--- config.mk ---
export PLATFORM = sky130hd
export DESIGN_NAME = nfva_ctrl
export DESIGN_NICKNAME = d
export VERILOG_FILES = /design/src/design/nfva_pkg.sv /design/src/design/nfva_ctrl.sv
export SDC_FILE = /design/constraint.sdc
export NUM_CORES = 1
export LEC_CHECK = 0
export BUFFER_PORTS_ARGS = -buffer_cell sky130_fd_sc_hd__buf_2
export CAP_MARGIN = 0
export CORE_AREA = 2 2 39 41
export CTS_CLUSTER_DIAMETER = 150
export DETAILED_ROUTE_END_ITERATION = 12
export DIE_AREA = 0 0 41 43
export MAX_ROUTING_LAYER = met4
export PLACE_DENSITY = 0.58
export SLEW_MARGIN = 25
export SYNTH_ARGS = -nofsm -noshare
export SYNTH_HDL_FRONTEND = slang
export SYNTH_SLANG_ARGS = --single-unit
--- constraint.sdc ---
create_clock -name clk -period 2.4 [get_ports clk]
set_clock_uncertainty 0.15 [all_clocks]
set_input_delay 0.12 -clock clk [delete_from_list [all_inputs] [get_ports clk]]
set_output_delay 0.12 -clock clk [all_outputs]
set_load 0.005 [all_outputs]
--- src/design/nfva_pkg.sv ---
`timescale 1ns / 1ps
// ----------------------------------------------------------------------------
// nfva_pkg: shared types and constants for the nearest free value allocator
// Status codes, default table depth, and the controller-to-datapath structs.
// ----------------------------------------------------------------------------
package nfva_pkg;

	localparam int MaxRangesDefault = 64;

	localparam logic [1:0] ST_OK    = 2'd0;
	localparam logic [1:0] ST_EMPTY = 2'd1;
	localparam logic [1:0] ST_FULL  = 2'd2;

	localparam logic REQ_LOAD = 1'b0;
	localparam logic REQ_GET  = 1'b1;

	// Commands from controller to datapath
	typedef struct packed {
		logic capture;   // latch the input word, clear the scan
		logic scan_rd;   // issue a read of entry scan index
		logic scan_chk;  // evaluate the returned entry
		logic decide;    // work out the action and result
		logic mv_rd;     // read the entry feeding a shift step
		logic mv_wr;     // write the shifted entry
		logic fin_wr;    // write the final entry
	} nfva_cmd_t;

	// Status from datapath to controller
	typedef struct packed {
		logic scan_last;  // last entry read issued
		logic empty;      // table empty
		logic act_none;   // no table change
		logic act_open;   // open an entry at the target
		logic act_drop;   // remove the entry at the target
		logic mv_done;    // no more shift steps
	} nfva_sts_t;

endpackage

--- src/design/nfva_ctrl.sv ---
`timescale 1ns / 1ps
// ----------------------------------------------------------------------------
// nfva_ctrl: sequencer for the allocator
// Steps through capture, table scan, decision, shift and final write.
// ----------------------------------------------------------------------------
module nfva_ctrl (
	input  logic                clk,
	input  logic                arst_n,
	input  logic                in_valid,
	output logic                in_stall,
	output logic                out_valid,
	input  logic                out_stall,
	input  logic                split_more,
	input  nfva_pkg::nfva_sts_t sts,
	output nfva_pkg::nfva_cmd_t cmd
);
	import nfva_pkg::*;

	localparam logic [2:0] S_IDLE = 3'd0;
	localparam logic [2:0] S_SCAN = 3'd1;
	localparam logic [2:0] S_CHK  = 3'd2;
	localparam logic [2:0] S_DEC  = 3'd3;
	localparam logic [2:0] S_MVR  = 3'd4;
	localparam logic [2:0] S_MVW  = 3'd5;
	localparam logic [2:0] S_FIN  = 3'd6;

	logic [2:0] state_q, state_d;
	logic       busy_q;
	logic       last_q;
	logic       out_valid_q;
	logic       acc, shift_q;

	// accept when the sequencer is free and the result slot can take a word
	assign in_stall  = (state_q != S_IDLE) || (out_valid_q && out_stall);
	assign acc       = in_valid && !in_stall;
	assign out_valid = out_valid_q;

	always_comb begin
		cmd = '0;
		state_d = state_q;
		case (state_q)
			S_IDLE: if (acc) begin
				cmd.capture = 1'b1; state_d = S_SCAN;
			end
			S_SCAN: begin
				if (sts.empty) begin
					state_d = S_DEC;
				end else begin
					cmd.scan_rd = 1'b1; state_d = S_CHK;
				end
			end
			S_CHK: begin
				cmd.scan_chk = 1'b1;
				state_d = last_q ? S_DEC : S_SCAN;
			end
			S_DEC: begin
				cmd.decide = 1'b1;
				if (sts.act_none) state_d = S_IDLE;
				else if (sts.act_open || sts.act_drop) state_d = S_MVR;
				else state_d = S_FIN;
			end
			S_MVR: begin
				if (sts.mv_done) begin
					state_d = shift_q ? S_IDLE : S_FIN;
				end else begin
					cmd.mv_rd = 1'b1; state_d = S_MVW;
				end
			end
			S_MVW: begin
				cmd.mv_wr = 1'b1; state_d = S_MVR;
			end
			S_FIN: begin
				cmd.fin_wr = 1'b1;
				state_d = split_more ? S_FIN : S_IDLE;
			end
			default: state_d = S_IDLE;
		endcase
	end

	always_ff @(posedge clk or negedge arst_n) begin
		if (!arst_n) begin
			state_q <= S_IDLE;
			busy_q <= 1'b0;
			last_q <= 1'b0;
			out_valid_q <= 1'b0;
			shift_q <= 1'b0;
		end else begin
			state_q <= state_d;
			if (cmd.scan_rd) last_q <= sts.scan_last;
			if (cmd.decide) shift_q <= sts.act_drop;
			if (cmd.capture) busy_q <= 1'b1;
			// present the word when the item leaves the sequencer
			if (out_valid_q && !out_stall) out_valid_q <= 1'b0;
			if (busy_q && state_q != S_IDLE && state_d == S_IDLE) begin
				out_valid_q <= 1'b1; busy_q <= 1'b0;
			end
		end
	end
endmodule

-- Word level (Yosys, flattened, before mapping)
Index checks and enable logic that the tools add are counted.
- muxes and demuxes: 23
- reductions and logical operators: 14
- equal/unequal tests: 6
- operator list (operator ; count):
    3-bit case mux with 7 select lines ; 1
    1-bit two-way mux ; 15
    3-bit two-way mux ; 5
    3-bit == test, second input constant ; 3
    3-bit by 2-bit == test with 1-bit output, second input constant ; 2
    3-bit zero test ; 2
    1-bit logical AND ; 5
    2-bit two-way mux ; 2
    2-bit nonzero test ; 2
    3-bit by 1-bit == test with 1-bit output, second input constant ; 1
    3-bit nonzero test ; 1
    1-bit zero test ; 2
    1-bit logical OR ; 2
- bits in registers: 7
- output and inout bits: 9
- logic and storage cells: 48

-- Logic depth before layout (Yosys ltp)
- depth after elaboration: 9
- gate-level depth with buffers: 5
- gate-level depth less buffers: 4

-- Least setup slack after synthesis
No wires, ideal clock.
- path type: reg2reg
- start point: register state_q[1]
- end point: register busy_q
- data arrival time: 1.516 ns
- cell stages (with the launch flop): 6
- path buffers: 1
- setup slack: 0.608 ns
- library setup time: 0.126 ns
- required time: 2.124 ns
- cells stage by stage: dfrtp_1 buf_4 nor2_2 and3_4 or4_4 o32a_1
- RTL lines (what ; line ; source):
    from (decl) ; nfva_ctrl.sv:27 ; logic [2:0] state_q, state_d;
    from (signal assigned) ; nfva_ctrl.sv:88 ; state_q <= state_d;
    to (signal assigned) ; nfva_ctrl.sv:83 ; busy_q <= 1'b0;
    to (signal assigned) ; nfva_ctrl.sv:91 ; if (cmd.capture) busy_q <= 1'b1;
    to (signal assigned) ; nfva_ctrl.sv:95 ; out_valid_q <= 1'b1; busy_q <= 1'b0;
    to (decl) ; nfva_ctrl.sv:28 ; logic busy_q;

-- Final worst setup path
- start point: register state_q[2]
- end point: register busy_q
- cells in the longest elaborated chain, start to end: 9
- elaborated cells between the ends (all ways): 20
- classes of those cells: eq/ne: 6; mux: 5; reduce/logical: 9
- ends and longest elaborated chain (what ; line ; source):
    3-bit nonzero test ; nfva_ctrl.sv:34 ; assign in_stall = (state_q != S_IDLE) || (out_valid_q && out_stall);
    1-bit logical OR ; nfva_ctrl.sv:34 ;
    1-bit zero test ; nfva_ctrl.sv:35 ; assign acc = in_valid && !in_stall;
    1-bit logical AND ; nfva_ctrl.sv:35 ;
    3-bit two-way mux ; nfva_ctrl.sv:42 ; S_IDLE: if (acc) begin
    3-bit case mux with 7 select lines * ; nfva_ctrl.sv:41 ; case (state_q)
    named net state_d[0] ; nfva_ctrl.sv:27 ;
    3-bit zero test * ; nfva_ctrl.sv:94 ; if (busy_q && state_q != S_IDLE && state_d == S_IDLE) begin
    1-bit logical AND * ; nfva_ctrl.sv:94 ;
    1-bit two-way mux or 2-bit nonzero test (tied branches) ; - ;
The timed path passes the listed nets; every way through them passes the cells marked *.
A chain may end at the register's enable or synchronous reset.

==> impl_metrics.yaml <==
outcome:
  outcome: "finished, final reports clean"
final_layout:
  fin_cells: 82
  insertedDiodeCount: 0
  fin_nets: 78
  fill_cells: 152
  final_layout_size_suffix_gt1_share_pct: 46.97
  syn_to_final_growth_pct: 39.59
  utilization_pct: 43.04
  layout_common_cells: "buf_2, dfrtp_1, dlygate4sd3_1"
  mostFrequentLayoutCell: "buf_2"
synthesis:
  ys.flop_type: "dfrtp_1"
  synthArstFlopShare_pct: 100.0
  synth-edff-count: 0
  syn_area_um2: 426.7
  synthDistinctLibCells: 28
  yosys_warnings: 0
  yosysSeqAreaShare_pct: 41.06
  syn-mean-instance-area_um2: 10.41
  syn_inst: 41
  syn-num-nets: 52
  synth-seq-cells: 7
sta:
  whs_ns: 0.08331
  max_freq_mhz: 498.5
  report.final.slew_viol_count: 0
  setup_tns_ns: 0
  worst_slew_pin_slew_ns: 0.3872
  setup_viol: 0
  hold_viol: 0
  min_period_ns: 2.006
  period_share_pct: 83.59
  rsz0062_at_grt: "no"
  max-slew-margin-rel_pct: 73.83
placed_design:
  dp.cells: 74
  numPortBuffers: 19
  gp_congestion: 0.7506
worst_setup_path:
  crit_required_ns: 2.39
  crit_path_start_kind: "flop"
  worst-setup-path-type: "reg2reg"
  arrival_ns: 1.99
  end_kind: "flop"
  crit_fanout: 11
grt:
  antenna_found_initial: 0
  grt_usage_pct: 13.68
  grt.overflow.total: 0
  grt_use_met2_pct: 19.69
  grt_pass1_wl_um: 1538
  grt_use_met1_pct: 15.79
  met3_usage_pct: 7.853
  grt_pass1_vias: 392
  busiest_layer: "met2"
  grt_max_degree: 12
drt:
  first_iter_violations: 0
  wl_per_cell_um: 11.79
  viasPerCell: 5.085
  vias: 417
  routed_wl_um: 967
  drc: 0
  ant_nets: 0
  dr.pass1.iters: 1
worst_hold_path:
  hold_path_class: "in2async"
floorplan:
  core_area_mm2: 0.001384
  die_y_um: 43
  ios: 20
  start_util_pct: 30.83
  die_area_mm2: 0.001763
  die_x_um: 41
  rows: 14
pwr:
  ir_drop_v: 0.0005317
  p_leak_nw: 0.2845
  p_per_area_mw_per_mm2: 1146
clock_network:
  clock-sinks: 7
  cts_resized: 0
  clock_path_buffers: 2
  cts_inserted_buffers: 3
  htreeDepth: 1
  clock_latency_ns: 0.25
  clockRootBuffer: "clkbuf_4"
  cts_tree: "yes"
  clk_pin_slew_ns: 0.06
job:
  maxCapViolations: 0
## through the flow
stage	power (mW)	setup WS [ns]	cell area, um2
2_1_floorplan	0.4822	0.6079	426.7
4_1_cts	0.6908	0.4023	595.6
3_3_place_gp	0.5757	0.4476	529.3
3_5_place_dp	0.5740	0.4115	529.3
6_report	0.6825	0.3938	595.6
5_1_grt	0.7500	0.3253	595.6
## final cells by class
type	count	area (um2)	area share, %
multi-input cells	31	235.2	39.50
flip-flops and latches	7	175.2	29.41
repair buffers	23	135.1	22.69
clock buffers	4	26.28	4.412
well taps	16	20.02	3.361
inverters	1	3.754	0.6303
## synth_stat cells (2+ instances only)
master | count | area share (%)
nor3b_1 | 2 | 3.5
nand2_1 | 3 | 2.6
dfrtp_1 | 7 | 41
nor2_2 | 2 | 2.9
o31ai_1 | 3 | 5.3
mux2_2 | 2 | 5.3
## path summary, 6_finish.rpt
check / endpoint / depth (start not counted) / slack, ns / startpoint
worst max-delay path: busy_q$_DFFE_PN0P_ / 4 / 0.39 / state_q[2]$_DFF_PN0_
worst min-delay path: out_valid$_DFFE_PN0P_ / 2 / 0.08 / arst_n
worst max register to register: busy_q$_DFFE_PN0P_ / 4 / 0.39 / state_q[2]$_DFF_PN0_
worst min register to register: out_valid$_DFFE_PN0P_ / 2 / 0.35 / out_valid$_DFFE_PN0P_
max in group asynchronous: shift_q$_DFFE_PN0P_ / 2 / 1.85 / arst_n
min in group clk: state_q[2]$_DFF_PN0_ / 3 / 0.11 / sts[0]
## cell families (layout without fill, tap and decap cells)
logic type | after synthesis | count (layout) | synth area share (%)
AO/OA/AOI/OAI | 8 | 8 | 13.78
AND/OR/NAND/NOR | 20 | 20 | 33.72
flip-flops | 7 | 7 | 41.06
multiplexers | 3 | 3 | 7.624
buffers and inverters | 3 | 28 | 3.811
## metal layers
metal | share of wire [%] | vias up
li1 | - | 208
met3 | 7.5 | 2
met4 | 0.83 | 0
met2 | 45 | 15
met5 | 0 | -
met1 | 46 | 192
## repair_timing
item | 4_1_cts | 5_1_grt
hold endpoints to repair | 10 | 0
buffers inserted | 0 | 0
hold buffers | 4 | 0
## state kept, by name (all words and copies together), names as in the netlist
register   cells
busy_q         1
last_q         1
state_q        3
out_valid      1
shift_q        1
## critical path, stage by stage, from the launching register on
cell and delay, ns:
dfrtp_1 0.57, a21oi_1 0.10, and3_4 0.21, or4_4 0.52, o32a_1 0.34
## where the power goes
group	leakage (nW)	internal [mW]	switching, mW
Combinational	0.183	0.182	0.140
Sequential	0.0863	0.175	0.0791
Clock	0.0150	0.0635	0.0437
Power figures use the tool's default switching activity.
